File: src/rtl/exptok_pkg.sv
`timescale 1ns / 1ps

package exptok_pkg;

  // Line geometry
  localparam int LINE_MAX_CHARS = 1024;
  localparam int POS_W          = $clog2(LINE_MAX_CHARS + 1);

  // Field widths
  localparam int CH_W      = 8;
  localparam int KIND_W    = 5;
  localparam int START_W   = 10;
  localparam int LEN_W     = 11;
  localparam int START_MAX = (2 ** START_W) - 1;
  localparam int LEN_MAX   = (2 ** LEN_W) - 1;

  // Keyword capture buffer
  localparam int KW_DEPTH = 6;
  localparam int KW_IDX_W = $clog2(KW_DEPTH);

  // Result queue
  localparam int FIFO_DEPTH = 4;
  localparam int FIFO_PTR_W = $clog2(FIFO_DEPTH);
  localparam int FIFO_CNT_W = $clog2(FIFO_DEPTH + 1);

  typedef enum logic [KIND_W-1:0] {
    KIND_INT       = 5'd0,
    KIND_DOUBLE    = 5'd1,
    KIND_VAR       = 5'd2,
    KIND_SIN       = 5'd3,
    KIND_COS       = 5'd4,
    KIND_TAN       = 5'd5,
    KIND_ARCSIN    = 5'd6,
    KIND_ARCCOS    = 5'd7,
    KIND_ARCTAN    = 5'd8,
    KIND_LOG       = 5'd9,
    KIND_STRING    = 5'd10,
    KIND_EQEQ      = 5'd11,
    KIND_EQ        = 5'd12,
    KIND_GE        = 5'd13,
    KIND_GT        = 5'd14,
    KIND_LE        = 5'd15,
    KIND_LT        = 5'd16,
    KIND_OROR      = 5'd17,
    KIND_LPAREN    = 5'd18,
    KIND_RPAREN    = 5'd19,
    KIND_LBRACKET  = 5'd20,
    KIND_RBRACKET  = 5'd21,
    KIND_CARET     = 5'd22,
    KIND_PLUS      = 5'd23,
    KIND_MINUS     = 5'd24,
    KIND_STAR      = 5'd25,
    KIND_SLASH     = 5'd26,
    KIND_COMMA     = 5'd27,
    KIND_NEWLINE   = 5'd28,
    KIND_ERR_CHAR  = 5'd29,
    KIND_ERR_BAR   = 5'd30,
    KIND_ERR_UNTERM = 5'd31
  } kind_t;

  typedef struct packed {
    kind_t              kind;
    logic [START_W-1:0] start;
    logic [LEN_W-1:0]   length;
    logic               last;
  } tok_t;

  // Up to two tokens produced by one character
  typedef struct packed {
    logic [1:0] n;
    tok_t       tok0;
    tok_t       tok1;
  } lex_out_t;

  function automatic logic [START_W-1:0] sat_start(input logic [POS_W-1:0] v);
    logic [31:0] w;
    w = 32'(v);
    return (w > 32'(START_MAX)) ? START_W'(START_MAX) : START_W'(w);
  endfunction

  function automatic logic [LEN_W-1:0] sat_len(input logic [POS_W-1:0] v);
    logic [31:0] w;
    w = 32'(v);
    return (w > 32'(LEN_MAX)) ? LEN_W'(LEN_MAX) : LEN_W'(w);
  endfunction

endpackage

File: src/rtl/exptok_lexer.sv
`timescale 1ns / 1ps

module exptok_lexer
  import exptok_pkg::*;
(
  input  logic            clk,
  input  logic            rst,
  input  logic            fire,
  input  logic [CH_W-1:0] ch,
  output lex_out_t        res
);

  typedef enum logic [7:0] {
    M_IDLE   = 8'b0000_0001,
    M_NUMBER = 8'b0000_0010,
    M_WORD   = 8'b0000_0100,
    M_STRING = 8'b0000_1000,
    M_EQ     = 8'b0001_0000,
    M_GT     = 8'b0010_0000,
    M_LT     = 8'b0100_0000,
    M_BAR    = 8'b1000_0000
  } mode_t;

  mode_t            mode, mode_next;
  logic [POS_W-1:0] pos, pos_next;
  logic [POS_W-1:0] tbeg, tbeg_next;
  logic [POS_W-1:0] cnt, cnt_next;
  logic             dot, dot_next;
  logic [CH_W-1:0]  kw [KW_DEPTH];

  logic                kw_we;
  logic [KW_IDX_W-1:0] kw_idx;

  logic             pre_v, st_v, fresh, skip, nl;
  kind_t            pre_kind, st_kind, two_kind, word_kind;
  logic [POS_W-1:0] pre_start, pre_len;
  logic [CH_W-1:0]  second;

  function automatic logic is_alpha(input logic [CH_W-1:0] c);
    return (c >= "a" && c <= "z") || (c >= "A" && c <= "Z");
  endfunction

  function automatic logic is_digit(input logic [CH_W-1:0] c);
    return c >= "0" && c <= "9";
  endfunction

  // Keyword match on the captured leading characters
  always_comb begin
    word_kind = KIND_VAR;
    if (cnt == POS_W'(3)) begin
      if (kw[0] == "s" && kw[1] == "i" && kw[2] == "n") word_kind = KIND_SIN;
      else if (kw[0] == "c" && kw[1] == "o" && kw[2] == "s") word_kind = KIND_COS;
      else if (kw[0] == "t" && kw[1] == "a" && kw[2] == "n") word_kind = KIND_TAN;
      else if (kw[0] == "l" && kw[1] == "o" && kw[2] == "g") word_kind = KIND_LOG;
    end else if (cnt == POS_W'(KW_DEPTH)) begin
      if (kw[0] == "a" && kw[1] == "r" && kw[2] == "c") begin
        if (kw[3] == "s" && kw[4] == "i" && kw[5] == "n") word_kind = KIND_ARCSIN;
        else if (kw[3] == "c" && kw[4] == "o" && kw[5] == "s") word_kind = KIND_ARCCOS;
        else if (kw[3] == "t" && kw[4] == "a" && kw[5] == "n") word_kind = KIND_ARCTAN;
      end
    end
  end

  always_comb begin
    case (mode)
      M_GT:    two_kind = KIND_GE;
      M_LT:    two_kind = KIND_LE;
      M_BAR:   two_kind = KIND_OROR;
      default: two_kind = KIND_EQEQ;
    endcase
  end

  always_comb begin
    nl        = (ch == 8'h0A) || (ch == 8'h0D);
    skip      = !nl && (32'(pos) >= 32'(LINE_MAX_CHARS));
    second    = (mode == M_BAR) ? "|" : "=";
    mode_next = mode;
    pos_next  = pos;
    tbeg_next = tbeg;
    cnt_next  = cnt;
    dot_next  = dot;
    kw_we     = 1'b0;
    kw_idx    = cnt[KW_IDX_W-1:0];
    pre_v     = 1'b0;
    pre_kind  = KIND_INT;
    pre_start = tbeg;
    pre_len   = cnt;
    st_v      = 1'b0;
    st_kind   = KIND_ERR_CHAR;
    fresh     = 1'b1;

    if (fire && !skip) begin
      // Finish or extend the open token
      case (mode)
        M_NUMBER: begin
          if (is_digit(ch) || ch == ".") begin
            if (ch == ".") dot_next = 1'b1;
            cnt_next = cnt + POS_W'(1);
            fresh    = 1'b0;
          end else begin
            pre_v    = 1'b1;
            pre_kind = dot ? KIND_DOUBLE : KIND_INT;
          end
        end
        M_WORD: begin
          if (is_alpha(ch) || is_digit(ch) || ch == "_") begin
            kw_we    = (32'(cnt) < 32'(KW_DEPTH));
            cnt_next = cnt + POS_W'(1);
            fresh    = 1'b0;
          end else begin
            pre_v    = 1'b1;
            pre_kind = word_kind;
          end
        end
        M_STRING: begin
          if (ch == "\"") begin
            pre_v     = 1'b1;
            pre_kind  = KIND_STRING;
            mode_next = M_IDLE;
            fresh     = 1'b0;
          end else if (nl) begin
            pre_v    = 1'b1;
            pre_kind = KIND_ERR_UNTERM;
          end else begin
            cnt_next = cnt + POS_W'(1);
            fresh    = 1'b0;
          end
        end
        M_EQ, M_GT, M_LT, M_BAR: begin
          pre_v = 1'b1;
          if (ch == second) begin
            pre_kind  = two_kind;
            pre_len   = POS_W'(2);
            mode_next = M_IDLE;
            fresh     = 1'b0;
          end else begin
            pre_kind = (mode == M_BAR) ? KIND_ERR_BAR : kind_t'(two_kind + KIND_W'(1));
            pre_len  = POS_W'(1);
          end
        end
        default: begin
        end
      endcase

      // Character with no token open
      if (fresh) begin
        mode_next = M_IDLE;
        tbeg_next = pos;
        cnt_next  = POS_W'(1);
        dot_next  = 1'b0;
        if (ch == " " || ch == 8'h09) begin
          st_v = 1'b0;
        end else if (is_alpha(ch)) begin
          mode_next = M_WORD;
          kw_we     = 1'b1;
          kw_idx    = '0;
        end else if (is_digit(ch)) begin
          mode_next = M_NUMBER;
        end else begin
          st_v = 1'b1;
          case (ch)
            "=":   begin st_v = 1'b0; mode_next = M_EQ;  end
            ">":   begin st_v = 1'b0; mode_next = M_GT;  end
            "<":   begin st_v = 1'b0; mode_next = M_LT;  end
            "|":   begin st_v = 1'b0; mode_next = M_BAR; end
            "(":   st_kind = KIND_LPAREN;
            ")":   st_kind = KIND_RPAREN;
            "[":   st_kind = KIND_LBRACKET;
            "]":   st_kind = KIND_RBRACKET;
            "^":   st_kind = KIND_CARET;
            "+":   st_kind = KIND_PLUS;
            "-":   st_kind = KIND_MINUS;
            "*":   st_kind = KIND_STAR;
            "/":   st_kind = KIND_SLASH;
            ",":   st_kind = KIND_COMMA;
            "\"": begin
              st_v      = 1'b0;
              mode_next = M_STRING;
              tbeg_next = pos + POS_W'(1);
              cnt_next  = '0;
            end
            8'h0A, 8'h0D: st_kind = KIND_NEWLINE;
            default: st_kind = KIND_ERR_CHAR;
          endcase
        end
      end

      if (nl) begin
        mode_next = M_IDLE;
        pos_next  = '0;
      end else begin
        pos_next = pos + POS_W'(1);
      end
    end
  end

  // Pack results; the later token carries the end-of-run flag
  always_comb begin
    res.n           = 2'(pre_v) + 2'(st_v);
    res.tok1.kind   = st_kind;
    res.tok1.start  = sat_start(pos);
    res.tok1.length = LEN_W'(1);
    res.tok1.last   = 1'b1;
    if (pre_v) begin
      res.tok0.kind   = pre_kind;
      res.tok0.start  = sat_start(pre_start);
      res.tok0.length = sat_len(pre_len);
      res.tok0.last   = !st_v;
    end else begin
      res.tok0 = res.tok1;
    end
  end

  always_ff @(posedge clk) begin
    if (rst) begin
      mode <= M_IDLE;
      pos  <= '0;
      tbeg <= '0;
      cnt  <= '0;
      dot  <= 1'b0;
    end else begin
      mode <= mode_next;
      pos  <= pos_next;
      tbeg <= tbeg_next;
      cnt  <= cnt_next;
      dot  <= dot_next;
    end
  end

  always_ff @(posedge clk) begin
    if (kw_we) kw[kw_idx] <= ch;
  end

endmodule

File: src/rtl/exptok_fifo.sv
`timescale 1ns / 1ps

module exptok_fifo
  import exptok_pkg::*;
(
  input  logic     clk,
  input  logic     rst,
  input  lex_out_t push,
  input  logic     pop,
  output tok_t     head,
  output logic     not_empty,
  output logic     room2
);

  tok_t                  mem [FIFO_DEPTH];
  logic [FIFO_PTR_W-1:0] wr, rd;
  logic [FIFO_CNT_W-1:0] count;

  assign not_empty = (count != '0);
  assign room2     = (32'(count) <= 32'(FIFO_DEPTH - 2));
  assign head      = mem[rd];

  always_ff @(posedge clk) begin
    if (rst) begin
      wr    <= '0;
      rd    <= '0;
      count <= '0;
    end else begin
      wr    <= wr + FIFO_PTR_W'(push.n);
      rd    <= rd + FIFO_PTR_W'(pop);
      count <= count + FIFO_CNT_W'(push.n) - FIFO_CNT_W'(pop);
    end
  end

  always_ff @(posedge clk) begin
    if (push.n != 2'd0) mem[wr] <= push.tok0;
    if (push.n == 2'd2) mem[wr + FIFO_PTR_W'(1)] <= push.tok1;
  end

`ifndef SYNTHESIS
  a_no_overflow: assert property (@(posedge clk) disable iff (rst)
    32'(count) <= 32'(FIFO_DEPTH))
    else $error("result queue overflow");

  a_no_underflow: assert property (@(posedge clk) disable iff (rst)
    pop |-> not_empty)
    else $error("result queue popped while empty");
`endif

endmodule

File: src/rtl/expression_tokenizer_top.sv
`timescale 1ns / 1ps

// Characters pass the input register, the combinational scanner and then the result queue.
// Throughput: one character per cycle while the queue has room for two tokens; a character
// that ends a token and is one itself emits two, one per cycle while out_stall is low.
// Reset (rst, synchronous, active high): empties the input stage and the result queue and
// returns the scanner to idle at line position zero.
module expression_tokenizer_top
  import exptok_pkg::*;
(
  input  logic               clk,
  input  logic               rst,
  // character channel
  input  logic               in_valid,
  output logic               in_stall,
  input  logic [CH_W-1:0]    ch,
  // token channel
  output logic               out_valid,
  input  logic               out_stall,
  output logic [KIND_W-1:0]  token_kind,
  output logic [START_W-1:0] token_start,
  output logic [LEN_W-1:0]   token_length,
  output logic               last_of_run
);

  // Input register: holds one character transaction in front of the scanner
  logic            stage_valid;
  logic [CH_W-1:0] stage_ch;

  logic     fire;
  logic     room2;
  logic     pop;
  lex_out_t lex_res;
  tok_t     head;

  // The scanner consumes the staged character only when the queue can take two tokens
  assign fire     = stage_valid && room2;
  assign in_stall = stage_valid && !room2;
  assign pop      = out_valid && !out_stall;

  always_ff @(posedge clk) begin
    if (rst) begin
      stage_valid <= 1'b0;
    end else if (!in_stall) begin
      stage_valid <= in_valid;
    end
  end

  always_ff @(posedge clk) begin
    if (in_valid && !in_stall) stage_ch <= ch;
  end

  // Mode logic, position tracking and keyword compare
  exptok_lexer u_lexer (
    .clk  (clk),
    .rst  (rst),
    .fire (fire),
    .ch   (stage_ch),
    .res  (lex_res)
  );

  // Result queue decouples two-token characters from the output handshake
  exptok_fifo u_fifo (
    .clk       (clk),
    .rst       (rst),
    .push      (lex_res),
    .pop       (pop),
    .head      (head),
    .not_empty (out_valid),
    .room2     (room2)
  );

  assign token_kind   = head.kind;
  assign token_start  = head.start;
  assign token_length = head.length;
  assign last_of_run  = head.last;

`ifndef SYNTHESIS
  a_no_result_when_idle: assert property (@(posedge clk) disable iff (rst)
    !fire |-> lex_res.n == 2'd0)
    else $error("tokens produced without a character transaction");

  a_pair_flags: assert property (@(posedge clk) disable iff (rst)
    lex_res.n == 2'd2 |-> !lex_res.tok0.last && lex_res.tok1.last)
    else $error("two-token run has wrong end flags");

  a_single_flag: assert property (@(posedge clk) disable iff (rst)
    lex_res.n == 2'd1 |-> lex_res.tok0.last)
    else $error("single token lacks end flag");

  a_empty_after_reset: assert property (@(posedge clk)
    !rst && $past(rst) |-> !out_valid)
    else $error("output valid right after reset");
`endif

endmodule

File: config.mk
export PLATFORM = sky130hd
export DESIGN_NAME = expression_tokenizer_top
export DESIGN_NICKNAME = d
export VERILOG_FILES = /design/src/rtl/exptok_pkg.sv /design/src/rtl/exptok_lexer.sv /design/src/rtl/exptok_fifo.sv /design/src/rtl/expression_tokenizer_top.sv
export SDC_FILE = /design/constraint.sdc
export NUM_CORES = 1
export LEC_CHECK = 0
export ABC_AREA = 1
export BUFFER_PORTS_ARGS = -buffer_cell sky130_fd_sc_hd__buf_2
export CAP_MARGIN = 20
export CORE_MARGIN = 5
export CORE_UTILIZATION = 25
export CTS_BUF_LIST = sky130_fd_sc_hd__clkbuf_4
export DETAILED_ROUTE_END_ITERATION = 12
export SLEW_MARGIN = 15
export SYNTH_ARGS = -nofsm -noshare
export SYNTH_HDL_FRONTEND = slang
export SYNTH_SLANG_ARGS = --single-unit
export TNS_END_PERCENT = 20
File: constraint.sdc
create_clock -name clk -period 7.01 [get_ports clk]
set_input_delay 1.402 -clock clk [delete_from_list [all_inputs] [get_ports clk]]
set_output_delay 1.402 -clock clk [all_outputs]
set_load 0.02 [all_outputs]
-- Word level (Yosys, flattened, before mapping)
Memory sizes are Yosys's and may differ from the RTL's. A register that Yosys moved wholly into a read port is not among the register bits.
Cells that the tools add are included.
- flip-flop bits (word level): 58
- memory bits (writable): 156
- input port bits: 12
- output and inout bits: 29
- logic and storage cells: 236
- memories: 2
- add/subtract/negate cells: 9
- $lt $le $gt $ge: 11
- equality and inequality tests: 59
- multiplexer cells: 94
- reductions and logical operators: 51
- memory list (memory ; words ; bits a word ; rd ports ; clocked after memory_dff ; wr ports ; RTL line ; RTL):
    u_fifo.mem ; 4 ; 27 ; 1 ; 1 ; 2 ; exptok_fifo.sv:15 ; tok_t mem [FIFO_DEPTH];
    u_lexer.kw ; 6 ; 8 ; 6 ; 0 ; 1 ; exptok_lexer.sv:29 ; logic [CH_W-1:0] kw [KW_DEPTH];
- operators with widths (operator ; count):
    $eq 8x7->1 const B ; 27
    $mux 11 ; 15
    $eq 8x6->1 const B ; 14
    $mux 5 ; 20
    $mux 8 ; 7
    $pmux 4 s11 ; 1
    $pmux 8 s5 ; 1
    $pmux 11 s3 ; 1
    $eq 8x4->1 const B ; 4
    $mux 1 ; 32
    $mux 27 ; 1
    $logic_and 1x1->1 ; 25
    $add 11x1->11 const B ; 2
    $gt 11x10->1 const B ; 2
    $mux 10 ; 2
    $pmux 5 s4 ; 1
    $ge 8x7->1 const B ; 2
    $le 8x7->1 const B ; 2
    $pmux 8 s2 ; 1
    $pmux 5 s3 ; 1
    $mux 3 ; 4
    $eq 11x2->1 const B ; 1
    $eq 11x3->1 const B ; 1
    $ge 11x11->1 const B ; 1
    other kinds (35) ; 56

-- Longest topological paths before layout
- depth in word-level cells: 14
- gate-level depth with buffers: 23
- mapped depth without buffers: 23

-- Hierarchy
A second synthesis with hierarchy kept.
- cell total of the unflattened synthesis: 1469
- area total of the unflattened synthesis: 12082.8 um2
- by module, submodules not included (module ; instances ; cells an instance ; area each (um2) ; sequential area each (um2)):
    exptok_fifo ; 1 ; 645 ; 6025.8 ; 3383.2
    exptok_lexer ; 1 ; 805 ; 5753.0 ; 2282.2
    expression_tokenizer_top ; 1 ; 19 ; 304.0 ; 260.2

-- Worst setup path after synthesis
OpenSTA, ideal clock, no wires.
- path kind: register -> register
- start: reg stage_ch[7]
- end: mem u_fifo.mem[3][4] in the netlist's numbering
- library setup time: 0.129 ns
- data arrival time: 3.650 ns
- required time: 6.881 ns
- setup slack: 3.231 ns
- stages on the path, launching flop included: 20
- path buffers: 0
- clock period less this slack: 3.779 ns
- path through: edfxtp_1 inv_1 nand2_1 nor3_1 inv_1 a21oi_1 nand2_1 nand2_1 nor2_4 nand2_2 nand2_4 nor3_1 inv_1 ha_1 nor3_1 inv_1 nand2_1 clkinv_1 nand2_1 o21ai_2
- RTL lines (what ; RTL line ; RTL):
    start: declaration ; expression_tokenizer_top.sv:28 ; logic [CH_W-1:0] stage_ch;
    start signal: assignment ; expression_tokenizer_top.sv:50 ; if (in_valid && !in_stall) stage_ch <= ch;
    end: declaration ; exptok_fifo.sv:15 ;

==> impl_metrics.ini <==
[die]
start_util = 0.252
num_rows = 77
die_h_um = 221
die_area_um2 = 48800
core-area_um2 = 44100
die_x_um = 221
design.portCount = 41

[cts]
max-clock-path-buffers = 3
cts_tree = built
clock_insertion_delay_worst_skew_ns = 0.76
cts.clk_slew.worst_paths_ns = 0.06
cts_root_buffer = clkbuf_4
clock_sinks = 214
ctsHtreeMaxLevel = 2
cts_buffers = 56
cts_setup_buffers = 0
hold_buffers = 0
cts-resized-gates = 0

[yosys]
synthFlopType = edfxtp_1
ys_top_cells_by_area = edfxtp_1 30%, dfxtp_1 18%, nand2_1 10%
synthArstFlopShare = 0
ys_seq_area_frac = 0.486
postSynthNetCount = 1420
ys_seq_elements = 214
yosysMostFrequentCell = nand2_1
ys_types = 48
netlist_area_um2 = 11100
synth_cells = 1396
synth_edf_count = 112
ys_warn_count = 0
yosysTopAreaCell = edfxtp_1
syn_avg_cell_area_um2 = 7.97
yosysTopAreaCellShare = 0.302
yosys-top-cells-count = 307 x nand2_1, 220 x nor2_1, 126 x nand3_1

[job]
max_cap_violations = 0

[placement]
portBuffers = 40
hpwlAfterDp_um = 21100
dp_slack_ns = 1.50
gp_congestion = 0.894

[route]
antenna_left = 0
avgViaCountPerCell = 4.58
dr.pass1.iters = 6
dr.first_iter.drc_count = 924
drc = 0
wl_per_cell_um = 14.3
vias = 9607
finalWirelength_um = 30000

[min_path]
hold_path_end = u_fifo.mem[1][10]
holdPathStages = 2
hold_class = flop to flop
hp-start = u_fifo.mem[1][10]

[critical_path]
endpoint_kind = flop
arrival_ns = 6.05
crit_start = stage_ch[6]
cp_data_required_time_ns = 7.64
start_kind = flop
cp_max_fo = 23
reg2reg_depth = 20
reg2reg_from = stage_ch[6]
r2r_slack_ns = 1.59
path_class = flop to flop
rr_endpoint = u_fifo.mem[2][7]

[timing]
maxSlewViolCount = 0
rsz0062_at_grt = false
max_freq_ghz = 0.185
fin_crit_sh = 0.773
fin_tns_setup_ns = 0
worstMarginPinSlew_ns = 0.935
hold_viol = 0
fin_skew_ns = 0.101
setup_slack_ns = 1.59
max_slew_margin = 0.375
fin_crit_ns = 5.42
setup_violations = 0

[grt]
grt_pass1_wl_um = 48300
grt_max_degree = 56
antenna_found_initial = 1
grt.total_usage = 0.118
grt_overflow = 0
grt_pass1_vias = 9071

[pwr]
powerDensity_nw_per_um2 = 259
ir_drop_uv = 103
p_leak_nw = 5.10

[cells_and_area]
syn2layout_area_growth_pct = 13.9
final_util = 0.287
nFillCells = 4795
fin_nets = 1482
drive_above_1_share = 0.148

[run_status]
status = completed
## critical path: stages, from the launching register on
cell,delay [ns]
edfxtp_1,0.56
inv_1,0.13
nand2_1,0.09
nor3_1,0.34
inv_1,0.11
a21oi_1,0.16
nand2_1,0.10
nand2_1,0.13
nor2_4,0.05
nand2_2,0.38
nand2_4,0.19
nor3_1,0.35
inv_1,0.09
ha_1,0.24
nor3_1,0.18
buf_4,0.28
inv_1,0.31
nand2_1,0.79
clkinv_1,0.59
nand2_1,0.20
o21ai_2,0.06
## cell type report
class                      instances  area [um2]  area share
sequential                       214        5410       0.427
multi-input combinational        994        4950       0.390
tap                              592         741      0.0585
clock buffer                      79         593      0.0468
inverter                         136         526      0.0415
timing repair buffer              56         322      0.0254
clock inverter                    25         136      0.0108
antenna                            1        2.50    0.000197
## metal layers
metal  track usage  vias to the layer above  part of all wire
li1              -                     4832                 -
met1         0.168                     4411              0.48
met2         0.181                      309              0.43
met3        0.0266                       55             0.065
met4        0.0348                        0             0.022
met5             0                        -                 0
## stage by stage
stage / std cells / hold slack [ns] / cell area [um2] / power [mW]
after detailed placement: 1990 / 0.444 / 11900 / 2.21
after global placement: 1989 / 0.435 / 11900 / 2.20
after global routing: 2097 / 0.482 / 12700 / 3.48
after CTS: 2094 / 0.455 / 12600 / 3.33
final: 2097 / 0.451 / 12700 / 3.28
after floorplan: 1396 / 0.423 / 11100 / 1.98
## power breakdown
group	leakage, nW	total [mW]	switching [mW]	internal, mW
clock network	0.439	1.10	0.535	0.563
registers	1.85	1.46	0.0724	1.39
logic	2.82	0.718	0.506	0.212
## cells in the final DEF (no fill, tap or decap), drive strengths merged, types with 6 or more instances in the layout
cell type    n
buf         56
o22ai       31
ha          11
nand4       25
a21oi       32
o21ai      138
clkinv      28
nand3      142
clkbuf      79
edfxtp     112
nand2      324
nor3        29
nand3b       6
nor2       224
dfxtp      102
inv        132
xor2        13
## logic make-up (layout without fill, tap and decap cells)
group / count (synthesis) / in the layout / share of synthesized area
xor gates and xnor gates: 15 / 15 / 0.0118
DFF: 214 / 214 / 0.486
and+or+nand+nor: 755 / 755 / 0.308
adders and majority gates: 12 / 12 / 0.0142
other: 0 / 1 / 0
buffers and inverters: 188 / 296 / 0.0708
AOI/OAI and AO/OA: 212 / 212 / 0.109
## sequential cells by signal (all words and copies together), names as in the netlist
name / count
stage_ch: 8
stage_valid: 1
u_fifo.count: 3
u_fifo.mem: 108
u_fifo.rd: 2
u_fifo.wr: 2
u_lexer.cnt: 11
u_lexer.dot: 1
u_lexer.kw: 48
u_lexer.mode: 8
u_lexer.pos: 11
u_lexer.pre_start: 11
## worst max-delay path by stage
| stage | to | slack [ns] | cells past startpoint |
|---|---|---|---|
| 2_1_floorplan | u_fifo.mem[3][4] | 3.23 | 19 |
| 3_3_place_gp | u_fifo.mem[2][5] | 1.62 | 20 |
| 3_5_place_dp | u_fifo.mem[2][7] | 1.50 | 20 |
| 4_1_cts | u_fifo.mem[2][7] | 1.55 | 20 |
| 5_1_grt | u_fifo.mem[2][2] | 0.94 | 20 |
| 6_report | u_fifo.mem[2][7] | 1.59 | 20 |
Note: power is estimated with default switching activity, not from simulation.
